`src/sv/assert_macros.svh`:
```
// ----------------------------------------------------------------------------
// Assertion macros included by the oscillator RTL.
// Each macro samples on the rising edge of clk and is off during reset.
// ----------------------------------------------------------------------------
`ifndef ASSERT_MACROS_SVH
`define ASSERT_MACROS_SVH

// The expression holds at every clock edge.
`define ASSERT_ALWAYS(label, expr, msg) \
	label: assert property (@(posedge clk) disable iff (!arst_n) (expr)) else $error(msg);

// When the condition holds, the consequence holds in the same cycle.
`define ASSERT_IMPLIES(label, cond, expr, msg) \
	label: assert property (@(posedge clk) disable iff (!arst_n) (cond) |-> (expr)) \
		else $error(msg);

// When the condition holds, the consequence holds in the next cycle.
`define ASSERT_NEXT(label, cond, expr, msg) \
	label: assert property (@(posedge clk) disable iff (!arst_n) (cond) |=> (expr)) \
		else $error(msg);

`endif

```
`src/sv/tofr_pkg.sv`:
```
// ----------------------------------------------------------------------------
// Triangle oscillator voice package
// Item modes, sequencer states, multiplier operations and fixed constants.
// ----------------------------------------------------------------------------
`timescale 1ns / 1ps

package tofr_pkg;

	// Item modes.
	typedef enum logic [1:0] {
		MODE_TICK     = 2'd0,
		MODE_NOTE_ON  = 2'd1,
		MODE_SOFT_OFF = 2'd2,
		MODE_HARD_OFF = 2'd3
	} mode_t;

	// Sequencer states.
	typedef enum logic [1:0] {
		ST_IDLE,
		ST_MUL,
		ST_DIV,
		ST_FIN
	} state_t;

	// Operations run on the shared serial multiplier.
	typedef enum logic [2:0] {
		OP_AV,
		OP_AVT,
		OP_G,
		OP_FM,
		OP_STEP,
		OP_REL
	} op_t;

	// Register indexes on the configuration port.
	localparam logic REG_VOLUME   = 1'b0;
	localparam logic REG_FM_DEPTH = 1'b1;

	localparam logic [6:0] VOLUME_RESET = 7'd127;

	// Release gain in Q1.16.
	localparam logic [16:0] GAIN_ONE   = 17'd65536;
	localparam logic [15:0] GAIN_DECAY = 16'd64881;
	localparam logic [16:0] GAIN_FLOOR = 17'd327;
	localparam logic [32:0] GAIN_RND   = 33'd32768;

	// Divisor of the volume scale.
	localparam logic [6:0] DIV_C = 7'd127;

	// Serial multiplier geometry: multiplicand and multiplier widths.
	localparam int MC_W  = 39;
	localparam int MP_W  = 32;
	localparam int CNT_W = 6;

	// Multiplier bits consumed by each operation, and quotient bits of the divider.
	localparam logic [CNT_W-1:0] N_AV   = 6'd7;
	localparam logic [CNT_W-1:0] N_AVT  = 6'd16;
	localparam logic [CNT_W-1:0] N_G    = 6'd17;
	localparam logic [CNT_W-1:0] N_FM   = 6'd16;
	localparam logic [CNT_W-1:0] N_STEP = 6'd32;
	localparam logic [CNT_W-1:0] N_REL  = 6'd16;
	localparam logic [CNT_W-1:0] N_DIV  = 6'd16;

	// FM factor unity in Q29.
	localparam logic [31:0] FM_ONE = 32'h2000_0000;

endpackage

```
`src/sv/triangle_oscillator_fm_release.sv`:
```
// ----------------------------------------------------------------------------
// Triangle oscillator voice with FM and exponential release
// One voice: phase accumulator, bipolar triangle shaper, volume, FM, release.
// Input channel (in_valid/in_stall) carries mode, phase_step, note_level and
// fm_sample. Note-on and both note-offs give no result.
// Each tick gives one transfer on the output channel (sample_out, voice_active).
// An active tick runs on the bit-serial shift-add multiplier, which consumes one
// multiplier bit per cycle over five products (six while releasing), and on
// the one-bit-a-step divider.
// The result waits in an output register; the next item is taken while it
// waits, and a new result waits in place until the receiver lowers out_stall.
// Reset clears the voice (silent, phase 0), volume to 127 and FM depth to 0.
// The user must write registers over the APB port only while the voice is idle; the block does not enforce this.
// ----------------------------------------------------------------------------
`timescale 1ns / 1ps
`include "assert_macros.svh"

module triangle_oscillator_fm_release
	import tofr_pkg::*;
#(
	parameter int OUT_WIDTH   = 24,
	parameter int PHASE_WIDTH = 32
) (
	input  logic                        clk,
	input  logic                        arst_n,
	// Input channel
	input  logic                        in_valid,
	output logic                        in_stall,
	input  logic [1:0]                  mode,
	input  logic [31:0]                 phase_step,
	input  logic [15:0]                 note_level,
	input  logic signed [15:0]          fm_sample,
	// Output channel
	output logic                        out_valid,
	input  logic                        out_stall,
	output logic signed [OUT_WIDTH-1:0] sample_out,
	output logic                        voice_active,
	// Configuration port
	input  logic                        psel,
	input  logic                        penable,
	input  logic                        pwrite,
	input  logic [2:0]                  paddr,
	input  logic [31:0]                 pwdata,
	output logic [31:0]                 prdata,
	output logic                        pready
);

	localparam logic [OUT_WIDTH:0] MAX_POS =
		(OUT_WIDTH+1)'((64'd1 << (OUT_WIDTH-1)) - 64'd1);
	localparam logic [OUT_WIDTH:0] MAX_NEG = MAX_POS + 1'b1;
	localparam logic [56:0] ROUND_C = 57'(DIV_C) << 30;

	// Configuration and voice state.
	logic [6:0]             volume_q;
	logic [15:0]            depth_q;
	logic [PHASE_WIDTH-1:0] phase_q;
	logic [31:0]            step_q;
	logic [15:0]            amp_q;
	logic [16:0]            rel_q;
	logic                   active_q;

	// Sequencer.
	state_t           state_q, state_d;
	op_t              op_q;
	logic [CNT_W-1:0] cnt_q;
	logic             in_accept, tick_go, out_free, out_load;
	logic             mul_done, div_done;

	// Serial multiplier.
	logic [MC_W-1:0]      mc_q, hi_q;
	logic [MP_W-1:0]      lo_q;
	logic [MC_W:0]        mul_sum;
	logic [MC_W+MP_W-1:0] prod_all;
	logic                 ld_en;
	op_t                  ld_op;
	logic [MC_W-1:0]      ld_mc;
	logic [MP_W-1:0]      ld_mp;
	logic [CNT_W-1:0]     ld_n;

	// Products of each operation.
	logic [22:0] p_av;
	logic [38:0] p_avt;
	logic [55:0] p_g;
	logic [31:0] p_fm;
	logic [63:0] p_step;
	logic [32:0] p_rel;

	// Per-tick operands.
	logic        tneg_q, fmneg_q, facneg_q;
	logic [15:0] magt_q, fmmag_q;
	logic [16:0] g_eff;

	// Triangle shaper.
	logic [PHASE_WIDTH-1:0] tri_u;
	logic [PHASE_WIDTH:0]   tri_2u;
	logic [16:0]            tri_q, tri_diff;
	logic                   tri_neg;
	logic [15:0]            fm_raw, fm_mag;

	// Rounding and division by 127.
	logic [56:0] rnd_sum;
	logic [25:0] n2;
	logic [6:0]  rem_q, div_rem;
	logic [15:0] dq_q;
	logic [7:0]  div_r2, div_sub;
	logic        div_ge;

	// Sample shaping.
	logic [OUT_WIDTH:0]   q_e, mag_p, mag_n;
	logic [OUT_WIDTH-1:0] samp_d, samp_q;

	// FM factor and phase advance.
	logic                   fac_neg;
	logic [31:0]            fac_mag;
	logic [PHASE_WIDTH-1:0] delta;
	logic [32:0]            rel_sum;
	logic [16:0]            rel_new;

	// Output register.
	logic                 out_valid_q, vact_q;
	logic [OUT_WIDTH-1:0] sample_q;

	// Handshake terms.
	assign in_accept = in_valid && !in_stall;
	assign tick_go   = in_accept && (mode == MODE_TICK) && active_q;
	assign out_free  = !out_valid_q || !out_stall;
	assign mul_done  = (state_q == ST_MUL) && (cnt_q == '0);
	assign div_done  = (state_q == ST_DIV) && (cnt_q == '0);

	// Sequencer next state.
	always_comb begin
		state_d = state_q;
		case (state_q)
			ST_IDLE: begin
				if (in_accept && (mode == MODE_TICK)) begin
					state_d = active_q ? ST_MUL : ST_FIN;
				end
			end
			ST_MUL: begin
				if (cnt_q == '0) begin
					case (op_q)
						OP_G:    state_d = ST_DIV;
						OP_STEP: state_d = (rel_q != '0) ? ST_MUL : ST_FIN;
						OP_REL:  state_d = ST_FIN;
						default: state_d = ST_MUL;
					endcase
				end
			end
			ST_DIV: begin
				if (cnt_q == '0) begin
					state_d = ST_MUL;
				end
			end
			ST_FIN: begin
				if (out_free) begin
					state_d = ST_IDLE;
				end
			end
			default: state_d = ST_IDLE;
		endcase
	end

	// Sequencer outputs.
	always_comb begin
		in_stall = (state_q != ST_IDLE);
		out_load = (state_q == ST_FIN) && out_free;
	end

	// Triangle of the current phase, and the modulator magnitude.
	always_comb begin
		tri_u    = phase_q[PHASE_WIDTH-1] ? (PHASE_WIDTH'(0) - phase_q) : phase_q;
		tri_2u   = {tri_u, 1'b0};
		tri_q    = tri_2u[PHASE_WIDTH -: 17];
		tri_neg  = (tri_q[16:15] == 2'b00);
		tri_diff = tri_neg ? (17'd32768 - tri_q) : (tri_q - 17'd32768);
		fm_raw   = fm_sample;
		fm_mag   = fm_raw[15] ? (16'd0 - fm_raw) : fm_raw;
	end

	// One multiplier bit per cycle; products are read at fixed offsets.
	assign mul_sum  = {1'b0, hi_q} + (lo_q[0] ? {1'b0, mc_q} : '0);
	assign prod_all = {hi_q, lo_q};
	assign p_av     = prod_all[(MP_W - 7) +: 23];
	assign p_avt    = prod_all[(MP_W - 16) +: 39];
	assign p_g      = prod_all[(MP_W - 17) +: 56];
	assign p_fm     = prod_all[(MP_W - 16) +: 32];
	assign p_step   = prod_all[0 +: 64];
	assign p_rel    = prod_all[(MP_W - 16) +: 33];
	assign g_eff    = (rel_q != '0) ? rel_q : GAIN_ONE;

	// FM factor 1 - fm*depth, as sign and magnitude.
	always_comb begin
		fac_neg = !fmneg_q && (p_fm > FM_ONE);
		if (fmneg_q) begin
			fac_mag = FM_ONE + p_fm;
		end else if (fac_neg) begin
			fac_mag = p_fm - FM_ONE;
		end else begin
			fac_mag = FM_ONE - p_fm;
		end
		delta   = PHASE_WIDTH'(p_step >> 29);
		rel_sum = p_rel + GAIN_RND;
		rel_new = rel_sum[32:16];
	end

	// Rounding offset and one restoring division step by 127.
	always_comb begin
		rnd_sum = 57'(p_g) + ROUND_C;
		n2      = rnd_sum[56:31];
		div_r2  = {rem_q, dq_q[15]};
		div_ge  = (div_r2 >= {1'b0, DIV_C});
		div_sub = div_r2 - {1'b0, DIV_C};
		div_rem = div_ge ? div_sub[6:0] : div_r2[6:0];
	end

	// Sign and saturation of the sample.
	always_comb begin
		q_e    = (OUT_WIDTH+1)'(dq_q);
		mag_p  = (q_e > MAX_POS) ? MAX_POS : q_e;
		mag_n  = (q_e > MAX_NEG) ? MAX_NEG : q_e;
		samp_d = tneg_q ? OUT_WIDTH'((OUT_WIDTH+1)'(0) - mag_n) : OUT_WIDTH'(mag_p);
	end

	// Operand load for the next multiplier operation.
	always_comb begin
		ld_en = 1'b0;
		ld_op = OP_AV;
		ld_mc = '0;
		ld_mp = '0;
		ld_n  = '0;
		case (state_q)
			ST_IDLE: begin
				if (tick_go) begin
					ld_en = 1'b1;
					ld_op = OP_AV;
					ld_mc = MC_W'(amp_q);
					ld_mp = MP_W'(volume_q);
					ld_n  = N_AV;
				end
			end
			ST_MUL: begin
				if (cnt_q == '0) begin
					case (op_q)
						OP_AV: begin
							ld_en = 1'b1;
							ld_op = OP_AVT;
							ld_mc = MC_W'(p_av);
							ld_mp = MP_W'(magt_q);
							ld_n  = N_AVT;
						end
						OP_AVT: begin
							ld_en = 1'b1;
							ld_op = OP_G;
							ld_mc = p_avt;
							ld_mp = MP_W'(g_eff);
							ld_n  = N_G;
						end
						OP_FM: begin
							ld_en = 1'b1;
							ld_op = OP_STEP;
							ld_mc = MC_W'(step_q);
							ld_mp = fac_mag;
							ld_n  = N_STEP;
						end
						OP_STEP: begin
							if (rel_q != '0) begin
								ld_en = 1'b1;
								ld_op = OP_REL;
								ld_mc = MC_W'(rel_q);
								ld_mp = MP_W'(GAIN_DECAY);
								ld_n  = N_REL;
							end
						end
						default: ;
					endcase
				end
			end
			ST_DIV: begin
				if (cnt_q == '0) begin
					ld_en = 1'b1;
					ld_op = OP_FM;
					ld_mc = MC_W'(depth_q);
					ld_mp = MP_W'(fmmag_q);
					ld_n  = N_FM;
				end
			end
			default: ;
		endcase
	end

	// Sequencer registers.
	always_ff @(posedge clk or negedge arst_n) begin
		if (!arst_n) begin
			state_q <= ST_IDLE;
			op_q    <= OP_AV;
			cnt_q   <= '0;
		end else begin
			state_q <= state_d;
			if (ld_en) begin
				op_q  <= ld_op;
				cnt_q <= ld_n;
			end else if (mul_done && (op_q == OP_G)) begin
				cnt_q <= N_DIV;
			end else if (((state_q == ST_MUL) || (state_q == ST_DIV)) && (cnt_q != '0)) begin
				cnt_q <= cnt_q - 1'b1;
			end
		end
	end

	// Voice state, configuration registers and output valid.
	always_ff @(posedge clk or negedge arst_n) begin
		if (!arst_n) begin
			volume_q    <= VOLUME_RESET;
			depth_q     <= '0;
			phase_q     <= '0;
			step_q      <= '0;
			amp_q       <= '0;
			rel_q       <= '0;
			active_q    <= 1'b0;
			out_valid_q <= 1'b0;
		end else begin
			// Register writes.
			if (psel && penable && pwrite && pready) begin
				if (paddr[2] == REG_VOLUME) begin
					volume_q <= pwdata[6:0];
				end else begin
					depth_q <= pwdata[15:0];
				end
			end

			// Note events take effect when accepted.
			if (in_accept) begin
				case (mode)
					MODE_NOTE_ON: begin
						phase_q  <= '0;
						step_q   <= phase_step;
						amp_q    <= note_level;
						rel_q    <= '0;
						active_q <= (phase_step != '0);
					end
					MODE_SOFT_OFF: begin
						if (active_q && (rel_q == '0)) begin
							rel_q <= GAIN_ONE;
						end
					end
					MODE_HARD_OFF: begin
						active_q <= 1'b0;
						rel_q    <= '0;
					end
					default: ;
				endcase
			end

			// Phase advance after the sample.
			if (mul_done && (op_q == OP_STEP)) begin
				phase_q <= facneg_q ? (phase_q - delta) : (phase_q + delta);
			end

			// Release decay; the voice ends at the gain floor.
			if (mul_done && (op_q == OP_REL)) begin
				if (rel_new <= GAIN_FLOOR) begin
					rel_q    <= '0;
					active_q <= 1'b0;
				end else begin
					rel_q <= rel_new;
				end
			end

			// Output transfer.
			if (out_load) begin
				out_valid_q <= 1'b1;
			end else if (out_valid_q && !out_stall) begin
				out_valid_q <= 1'b0;
			end
		end
	end

	// Datapath registers.
	always_ff @(posedge clk) begin
		// Serial multiplier.
		if (ld_en) begin
			mc_q <= ld_mc;
			hi_q <= '0;
			lo_q <= ld_mp;
		end else if ((state_q == ST_MUL) && (cnt_q != '0)) begin
			hi_q <= mul_sum[MC_W:1];
			lo_q <= {mul_sum[0], lo_q[MP_W-1:1]};
		end

		// Divider: quotient bits shift in where dividend bits leave.
		if (mul_done && (op_q == OP_G)) begin
			rem_q <= n2[22:16];
			dq_q  <= n2[15:0];
		end else if ((state_q == ST_DIV) && (cnt_q != '0)) begin
			rem_q <= div_rem;
			dq_q  <= {dq_q[14:0], div_ge};
		end

		// Operands captured with the tick.
		if (in_accept && (mode == MODE_TICK)) begin
			tneg_q  <= tri_neg;
			magt_q  <= tri_diff[15:0];
			fmneg_q <= fm_raw[15];
			fmmag_q <= fm_mag;
		end

		if (in_accept && (mode == MODE_TICK) && !active_q) begin
			samp_q <= '0;
		end else if (div_done) begin
			samp_q <= samp_d;
		end

		if (mul_done && (op_q == OP_FM)) begin
			facneg_q <= fac_neg;
		end

		if (out_load) begin
			sample_q <= samp_q;
			vact_q   <= active_q;
		end
	end

	// Ports.
	assign out_valid    = out_valid_q;
	assign sample_out   = sample_q;
	assign voice_active = vact_q;
	assign pready       = 1'b1;
	assign prdata       = (paddr[2] == REG_VOLUME) ? {25'd0, volume_q} : {16'd0, depth_q};

	// Checks.
	`ASSERT_NEXT(a_tick_busy, in_valid && !in_stall && (mode == MODE_TICK), in_stall, "tick accepted without going busy")
	`ASSERT_IMPLIES(a_div_rem, state_q == ST_DIV, rem_q < DIV_C, "divider remainder out of range")
	`ASSERT_IMPLIES(a_idle_gain, !active_q, rel_q == '0, "release gain set on a silent voice")
	`ASSERT_ALWAYS(a_gain_max, rel_q <= GAIN_ONE, "release gain above unity")

endmodule
```
`config.mk`:
```
export PLATFORM = sky130hd
export DESIGN_NAME = triangle_oscillator_fm_release
export DESIGN_NICKNAME = d
export VERILOG_FILES = /design/src/sv/tofr_pkg.sv /design/src/sv/triangle_oscillator_fm_release.sv
export VERILOG_INCLUDE_DIRS = /design/src /design/src/sv
export SDC_FILE = /design/constraint.sdc
export NUM_CORES = 1
export LEC_CHECK = 0
export BUFFER_PORTS_ARGS = -buffer_cell sky130_fd_sc_hd__buf_2
export CORE_ASPECT_RATIO = 1.4
export CORE_MARGIN = 3
export CORE_UTILIZATION = 66
export CTS_CLUSTER_DIAMETER = 150
export DETAILED_ROUTE_END_ITERATION = 10
export PLACE_DENSITY = 0.86
export SYNTH_ARGS = -nofsm -noshare
export SYNTH_HDL_FRONTEND = slang
export SYNTH_SLANG_ARGS = --single-unit
```
`constraint.sdc`:
```
create_clock -name clk -period 16.9 [get_ports clk]
set_input_delay 3.38 -clock clk [delete_from_list [all_inputs] [get_ports clk]]
set_output_delay 3.38 -clock clk [all_outputs]
set_load 0.01 [all_outputs]
```
### After elaboration in Yosys (flattened, before gate mapping)

Cells that the tools add are included.

* flip-flop bits (word level): 350
* word-level logic and storage cells: 183
* bits of input ports: 108
* output and inout port bits: 60

* magnitude comparators: 3
* mux-type cells: 71
* add/sub/neg operators: 15
* bitwise operators: 1
* reduce and logical (&&, ||, !) cells: 52
* equal/unequal tests: 16

Operators with widths (count)
* two-way mux 32 bit: 10
* case mux 39 bit (4 select lines): 1
* two-way mux 16 bit: 8
* case mux 32 bit (4 select lines): 1
* case mux 39 bit (3 select lines): 1
* two-way mux 17 bit: 6
* case mux 32 bit (3 select lines): 1
* two-way mux 39 bit: 2
* adder 54 x 37 -> 54 bit (second input constant): 1
* adder 39 x 39 -> 40 bit: 1
* case mux 17 bit (2 select lines): 1
* adder 33 x 16 -> 33 bit (second input constant): 1
* adder 30 x 32 -> 32 bit (first input constant): 1
* adder 32 bit: 1
* greater-than comparator 32 x 30 -> 1 bit (second input constant): 1
* nonzero test 32 bit: 1
* subtractor 1 x 32 -> 32 bit (first input constant): 1
* subtractor 30 x 32 -> 32 bit (first input constant): 1
* subtractor 32 x 30 -> 32 bit (second input constant): 1
* subtractor 32 bit: 1
* two-way mux 7 bit: 4
* two-way mux 24 bit: 1
* two-way mux 6 bit: 4
* case mux 6 bit (4 select lines): 1
* 44 further kinds: 106

### Longest topological paths before layout

Gate-level depths: netlist (run 1).

* depth in word-level cells: 8
* gate-level depth with buffers: 20
* mapped depth without buffers: 19

### Worst setup path before layout (run 1)

Ideal clock, no wire load.

* path type: input to register
* start: in mode[0]
* end: reg mc_q[0], enable pin
* stages on the path: 7
* buffers on the path: 3
* path slack: 8.110 ns
* arrival: 8.372 ns
* setup time: 0.418 ns
* required time: 16.482 ns
* cell sequence: nor3_1 and2_1 clkbuf_1 o31ai_2 clkinv_1 clkbuf_1 buf_1

* word-level cells in the longest chain between the ends: 5

RTL lines
* start: declaration: line triangle_oscillator_fm_release.sv:29 `input logic [1:0] mode,`
* zero test 2 bit: line triangle_oscillator_fm_release.sv:125 `assign tick_go = in_accept && (mode == MODE_TICK) && active_q;`
* logical AND 1 bit (2 in series): line triangle_oscillator_fm_release.sv:125
* two-way mux 1 bit: line triangle_oscillator_fm_release.sv:233 `if (tick_go) begin`
* case mux 1 bit (3 select lines): line triangle_oscillator_fm_release.sv:231 `case (state_q)`
* end signal: assignment: line triangle_oscillator_fm_release.sv:382 `mc_q <= ld_mc;`
* end: declaration: line triangle_oscillator_fm_release.sv:70 `logic [MC_W-1:0] mc_q, hi_q;`

Every way passes these cells.
A chain may end at the register's enable or synchronous reset.

### Worst setup path after layout (run 1)

* start: in paddr[2]
* end: out prdata[5]

* word-level cells in the longest chain between the ends: 1

RTL lines
* start: declaration: line triangle_oscillator_fm_release.sv:42 `input logic [2:0] paddr,`
* two-way mux 16 bit: line triangle_oscillator_fm_release.sv:428 `assign prdata = (paddr[2] == REG_VOLUME) ? {25'd0, volume_q} : {16'd0, depth_q};`
* end: declaration: line triangle_oscillator_fm_release.sv:44 `output logic [31:0] prdata,`

Every way passes these cells.

==> results of run 1 <==
area by class of cell:
type / instances / area, µm² / share of cell area, %
Multi-Input combinational cell: 1883 / 12240 / 51.38
Tap cell: 440 / 550.5 / 2.310
Sequential cell: 336 / 8872 / 37.23
Timing Repair Buffer: 162 / 892.1 / 3.744
Clock inverter: 15 / 112.6 / 0.4725
Inverter: 52 / 195.2 / 0.8191
Clock buffer: 48 / 964.7 / 4.048
layer usage:
metal,up-vias,global-route usage (%)
met5,-,0
li1,8894,-
met1,9321,40.89
met3,351,6.036
met4,0,23.03
met2,1057,63.65
through the flow:
step	setup WS [ns]	power (mW)	util [%]
after floorplan	8.110	0.9270	-
after global placement	9.376	0.9630	69.80
after detailed placement	9.333	0.9674	69.80
after CTS	9.337	1.698	73.11
after global routing	9.291	1.738	73.11
final	9.323	1.699	73.11
sequential cells by signal, indices dropped and copies added, names as in the netlist, 17 cells and up:
signal and cells:
hi_q 39, lo_q 32, mc_q 39, phase_q 32
rel_q 17, samp_q 17, sample_out 17, step_q 32
cell families after synthesis:
group | count (synthesis)
buffers and inverters | 232
AOI/OAI and AO/OA | 643
and+or+nand+nor | 822
xor gates and xnor gates | 202
adders and majority gates | 89
DFF | 336
muxes | 110
other | 2
power groups by stage:
stage               registers, mW  logic [mW]  clock network [mW]
detailed placement          0.893      0.0741                   0
global route                0.878      0.0812               0.779
global placement            0.893      0.0704                   0
CTS                         0.877      0.0748               0.747
floorplan                   0.887      0.0401                   0
finish                      0.877      0.0754               0.746
placed cells by master (no fill, tap or decap), drive strengths merged, types with 34 or more instances in the layout:
master,netlist,final
ha,87,87
dfrtp,126,126
nand3,102,102
and2,62,62
nand2,226,226
a21oi,165,165
mux2,81,81
nand4,34,34
buf,57,162
dfxtp,56,56
inv,51,52
o21ai,203,203
nor2,192,192
nor3,49,49
edfxtp,147,147
a21o,47,47
xnor2,123,123
xor2,79,79
clkbuf,123,48
worst max-delay path: stages:
cell    delay [ns]
buf_2         0.28
mux2_2        0.39
buf_2         0.15
final timing paths:
kind,startpoint,to,slack [ns],cells past startpoint
worst max-delay path,paddr[2],prdata[5],9.32,3
worst min-delay path,samp_q[14],sample_out[14],0.43,0
worst max register to register,lo_q[29],phase_q[30],10.92,18
worst min register to register,samp_q[14],sample_out[14],0.43,0
max in group asynchronous,arst_n,phase_q[29],12.69,2
min in group asynchronous,arst_n,depth_q[5],2.82,1
==> flow_metrics.env, run 1 <==
export IMPL_grt_pass1_vias=19368
export IMPL_rsz0062_at_grt="no"
export IMPL_dieHeight_um=222.0
export IMPL_nets=2667
export IMPL_clkPwrFrac_pct=43.9
export IMPL_viasPerCell=6.684
export IMPL_swShare_pct=23.27
export IMPL_crit_required_ns=13.52
export IMPL_postLayoutCellArea_um2=23830
export IMPL_cts_tree="done"
export IMPL_cts_htree_levels=2
export IMPL_ys_flop_type="edfxtp_1"
export IMPL_seqPwrFrac_pct=51.6
export IMPL_drt_iter0_markers=2067
export IMPL_grt_usage_pct=36.33
export IMPL_placement_rows=78
export IMPL_vias=19623
export IMPL_p_int_mw=1.304
export IMPL_ys_top_cells_by_area="edfxtp_1 (20%), dfrtp_1 (14%), dfxtp_1 (5.1%)"
export IMPL_synth_simple_area_share_pct=18.18
export IMPL_diodes=0
export IMPL_io_pins=168
export IMPL_layout_drive_gt1_share_pct=13.46
export IMPL_n_fill_cell=2389
export IMPL_wl_met3_mm=5.189
export IMPL_crit_arrival_ns=4.20
export IMPL_synth_top_area_share_pct=20.07
export IMPL_synth_top_area_cell="edfxtp_1"
export IMPL_port_buffers=132
export IMPL_syn_cell_area_um2=21990
export IMPL_fin_crit_ns=7.577
export IMPL_synthMuxAreaShare_pct=5.467
export IMPL_yosysMostFrequentCell="nand2_1"
export IMPL_top_layer_used="met4"
export IMPL_yosys_warnings=0
export IMPL_hpwl_mm=47.48
export IMPL_slew_headroom_pct=14.57
export IMPL_met1_length_mm=23.15
export IMPL_synth_top_cells_by_count="nand2_1 (226), o21ai_0 (202), nor2_1 (192)"
export IMPL_peakVddDrop_mv=0.08791
export IMPL_drtPass1Iterations=8
export IMPL_synth_cells=2436
export IMPL_synth_edf_count=147
export IMPL_whs_ns=0.4321
export IMPL_numCtsBuffers=35
export IMPL_synth_top_family_by_area="compound AO/OA/AOI/OAI gates"
export IMPL_tightestPinTransition_ns=1.279
export IMPL_yosysUniqueCellTypes=80
export IMPL_final_setup_tns_ns=0
export IMPL_grt_pass1_wl_mm=103.4
export IMPL_overflow=0
export IMPL_grt_max_degree=82
export IMPL_cts_hold_buf=0
export IMPL_postSynth_asyncResetShare_pct=39.58
export IMPL_hold_class="flip-flop to flip-flop"
export IMPL_fmax_mhz=132.0
export IMPL_criticalPathCategory="primary input to output pin"
export IMPL_antenna_found_initial=0
export IMPL_placedCellCount=2873
export IMPL_ys_ff_latch=336
export IMPL_syn2layout_area_growth_pct=8.352
export IMPL_final_antenna_net_count=0
export IMPL_p_leak_nw=9.978
export IMPL_switchingPower_uw=395.5
export IMPL_slew_violations=0
export IMPL_outcome="completed"
export IMPL_start_util_pct=67.47
export IMPL_die_area_um2=35580
export IMPL_gp_congestion=1.012
export IMPL_die_w_um=160.3
export IMPL_drc=0
export IMPL_post_cts_buffers=0
export IMPL_endpoint_kind="output pin"
export IMPL_power_density_nw_per_um2=71.31
export IMPL_clk_latency_ns=0.56
export IMPL_worst_setup_path_start_kind="primary input"
export IMPL_wl_mm=66.13
export IMPL_wl_met2_mm=32.80
export IMPL_dpl_cell_area_um2=22750
export IMPL_synth_compound_area_share_pct=18.35
export IMPL_path_clk_slew_ns=0.06
export IMPL_cts_sinks=336
export IMPL_clockBufferDepth=3
export IMPL_setup_violations=0
export IMPL_combPwrFrac_pct=4.4
export IMPL_hold_viol=0
export IMPL_period_share_pct=44.83
export IMPL_finalClockSkew_ns=0.02681
export IMPL_synth_xor_area_share_pct=8.044
export IMPL_yosysSeqAreaShare_pct=40.34
export IMPL_yosys_area_share_adder_pct=5.131
export IMPL_placeableCoreArea_um2=32600
export IMPL_cts_root_buf="clkbuf_16"
export IMPL_syn_area_per_cell_um2=9.029
export IMPL_final_cells=2936
export IMPL_cts_resized=0
export IMPL_post_drt_wl_per_cell_um=22.52
export IMPL_worstPathMaxFanout=18
export IMPL_drv_cap=0
Note: power is estimated with default switching activity, not from simulation.
==> run 2, diff against run 1 <==
--- a/config.mk
+++ b/config.mk
@@ -9,10 +9,10 @@
 export BUFFER_PORTS_ARGS = -buffer_cell sky130_fd_sc_hd__buf_2
 export CORE_ASPECT_RATIO = 1.4
 export CORE_MARGIN = 3
-export CORE_UTILIZATION = 66
+export CORE_UTILIZATION = 62
 export CTS_CLUSTER_DIAMETER = 150
 export DETAILED_ROUTE_END_ITERATION = 10
-export PLACE_DENSITY = 0.86
+export PLACE_DENSITY = 0.82
 export SYNTH_ARGS = -nofsm -noshare
 export SYNTH_HDL_FRONTEND = slang
 export SYNTH_SLANG_ARGS = --single-unit
==> constraint.sdc (replaced) <==
create_clock -name clk -period 7.2 [get_ports clk]
set_input_delay 1.44 -clock clk [delete_from_list [all_inputs] [get_ports clk]]
set_output_delay 1.44 -clock clk [all_outputs]
set_load 0.01 [all_outputs]
==> run 2 against run 1 <==
Cell count rose by 0.72%. Hold slack better by 0.00069 ns. Total power up 140%. Sequential share of layout area shrank 0.26 points. Clock skew grew 0.0013 ns. Routed wire length decreased by 1.1%. Sequential power grew 130%. Count of clock-buffer cells in the layout is 6 higher. Combinational power up 130%. Critical endpoint is now phase_q[30].
==> flow_metrics.env, run 2 (synthesis gave the netlist of run 1 again) <==
export IMPL_layout_drive_gt1_share_pct=13.60
export IMPL_setup_violations=0
export IMPL_post_cts_buffers=0
export IMPL_cts_htree_levels=2
export IMPL_placeableCoreArea_um2=34960
export IMPL_crit_required_ns=7.61
export IMPL_viasPerCell=6.556
export IMPL_mostFrequentLayoutCells="nand2_1 (226), o21ai_0 (201), nor2_1 (190)"
export IMPL_hold_viol=0
export IMPL_path_cells="inv_1, ha_1, nand4bb_1, nor4_1, nand4b_1, nor3_1, a31oi_1, xnor2_1, ha_1, nand2_1, or3b_2, a221o_1, o21ai_0, a311oi_1, o31a_1, a21oi_1, xnor2_1, o21ai_0"
export IMPL_period_share_pct=81.07
export IMPL_slew_headroom_pct=12.90
export IMPL_grt_pass1_vias=18974
export IMPL_grt_usage_pct=34.15
export IMPL_finalClockSkew_ns=0.02813
export IMPL_top_regs="hi_q: 39 flops, mc_q: 39 flops"
export IMPL_port_buffers=132
export IMPL_slowest_stage="nor3_1"
export IMPL_drt_iter0_markers=1817
export IMPL_p_leak_nw=10.06
export IMPL_cts_resized=0
export IMPL_worstPathMaxFanout=8
export IMPL_final_setup_tns_ns=0
export IMPL_tightestPinTransition_ns=1.304
export IMPL_placedCellCount=2890
export IMPL_hold_class="flip-flop to flip-flop"
export IMPL_worst_setup_path_start_kind="flip-flop"
export IMPL_path_clk_slew_ns=0.06
export IMPL_endpoint_kind="flip-flop"
export IMPL_rsz0062_at_grt="no"
export IMPL_antenna_found_initial=1
export IMPL_clockBufferDepth=3
export IMPL_die_w_um=165.2
export IMPL_drc=0
export IMPL_peakVddDrop_mv=0.1886
export IMPL_placement_rows=81
export IMPL_gp_congestion=0.9700
export IMPL_dieHeight_um=228.9
export IMPL_cts_hold_buf=0
export IMPL_wl_mm=65.38
export IMPL_clk_latency_ns=0.56
export IMPL_grt_max_degree=70
export IMPL_vias=19386
export IMPL_drtPass1Iterations=8
export IMPL_cts_sinks=336
export IMPL_hpwl_mm=47.61
export IMPL_crit_arrival_ns=6.24
export IMPL_fmax_mhz=171.3
export IMPL_outcome="completed"
export IMPL_nets=2669
export IMPL_n_fill_cell=2733
export IMPL_drv_cap=0
export IMPL_overflow=0
export IMPL_power_total_mw=4.125
export IMPL_die_area_um2=37800
export IMPL_syn2layout_area_growth_pct=9.108
export IMPL_final_cells=2957
export IMPL_cts_root_buf="clkbuf_16"
export IMPL_fin_crit_ns=5.837
export IMPL_post_drt_wl_per_cell_um=22.11
export IMPL_final_antenna_net_count=0
export IMPL_numCtsBuffers=36
export IMPL_power_density_nw_per_um2=171.9
export IMPL_cts_tree="done"
export IMPL_fin_util_pct=68.63
export IMPL_critPathMaxStageDelay_ns=0.71
export IMPL_slew_violations=0
export IMPL_final_common_cell="nand2_1"
export IMPL_io_pins=168
export IMPL_grt_pass1_wl_mm=101.6
export IMPL_start_util_pct=62.90
export IMPL_criticalPathCategory="flip-flop to flip-flop"
==> run 2: cell count changes in the layout (fill, tap and decap cells not counted) <==
cell / previous run / this run
clkbuf_1: 9 / 12
clkbuf_16: 35 / 38
clkinvlp_4: 4 / 1
bufinv_16: 0 / 2
clkinv_1: 2 / 0
clkinv_4: 2 / 0
inv_6: 0 / 2
a21oi_1: 165 / 164
a21oi_2: 0 / 1
buf_12: 0 / 1
clkinv_8: 2 / 1
diode_2: 0 / 1
inv_16: 0 / 1
==> run 2: worst paths after layout <==
check                          start            end  slack [ns]  cells after the start
min in group asynchronous     arst_n      out_valid        0.89                      1
setup / recovery            lo_q[29]    phase_q[30]        1.36                     18
hold / removal             samp_q[0]  sample_out[0]        0.43                      0
max in group asynchronous     arst_n     phase_q[2]        4.94                      2
setup reg to reg            lo_q[29]    phase_q[30]        1.36                     18
hold reg to reg            samp_q[0]  sample_out[0]        0.43                      0
==> run 2: layer usage <==
layer | vias to the layer above | wire length [µm] | track usage (%)
li1 | 8913 | - | -
met1 | 9256 | 23670 | 39.66
met2 | 934 | 32850 | 58.95
met3 | 283 | 4177 | 4.478
met4 | 0 | 4672 | 20.82
met5 | - | 0 | 0
==> run 2: worst max-delay path: cells and delay by family (launching register included) <==
family                   cells  cell delay, ns
AND/OR/NAND/NOR              6            2.13
buffers and inverters        1            0.15
flip-flops                   1            0.57
adder cells (fa/ha/maj)      2            0.66
AO/OA/AOI/OAI                7            1.83
XOR/XNOR                     2            0.35
==> run 2: power breakdown <==
group	switching (mW)	total [mW]	internal, mW
logic	0.0941	0.176	0.0814
registers	0.0299	2.06	2.03
clock network	0.794	1.89	1.10
==> run 2: cell type report <==
| class | count | area (µm²) | share of cell area [%] |
|---|---|---|---|
| flip-flops and latches | 336 | 8872 | 36.97 |
| well taps | 456 | 570.5 | 2.378 |
| clock buffers | 54 | 1051 | 4.380 |
| clock inverters | 12 | 146.4 | 0.6100 |
| repair buffers | 163 | 912.1 | 3.801 |
| multi-input cells | 1883 | 12250 | 51.03 |
| inverters | 52 | 195.2 | 0.8134 |
| diodes | 1 | 2.502 | 0.01043 |
==> run 2: through the flow <==
step | cell area [µm²] | hold slack (ns) | worst slack, ns
after global placement | 22800 | 0.4132 | 1.744
after floorplan | 22050 | 0.4081 | 0.3501
final | 24000 | 0.4328 | 1.363
after CTS | 23990 | 0.4335 | 1.495
after global routing | 24000 | 0.4389 | 1.081
after detailed placement | 22800 | 0.4163 | 1.605
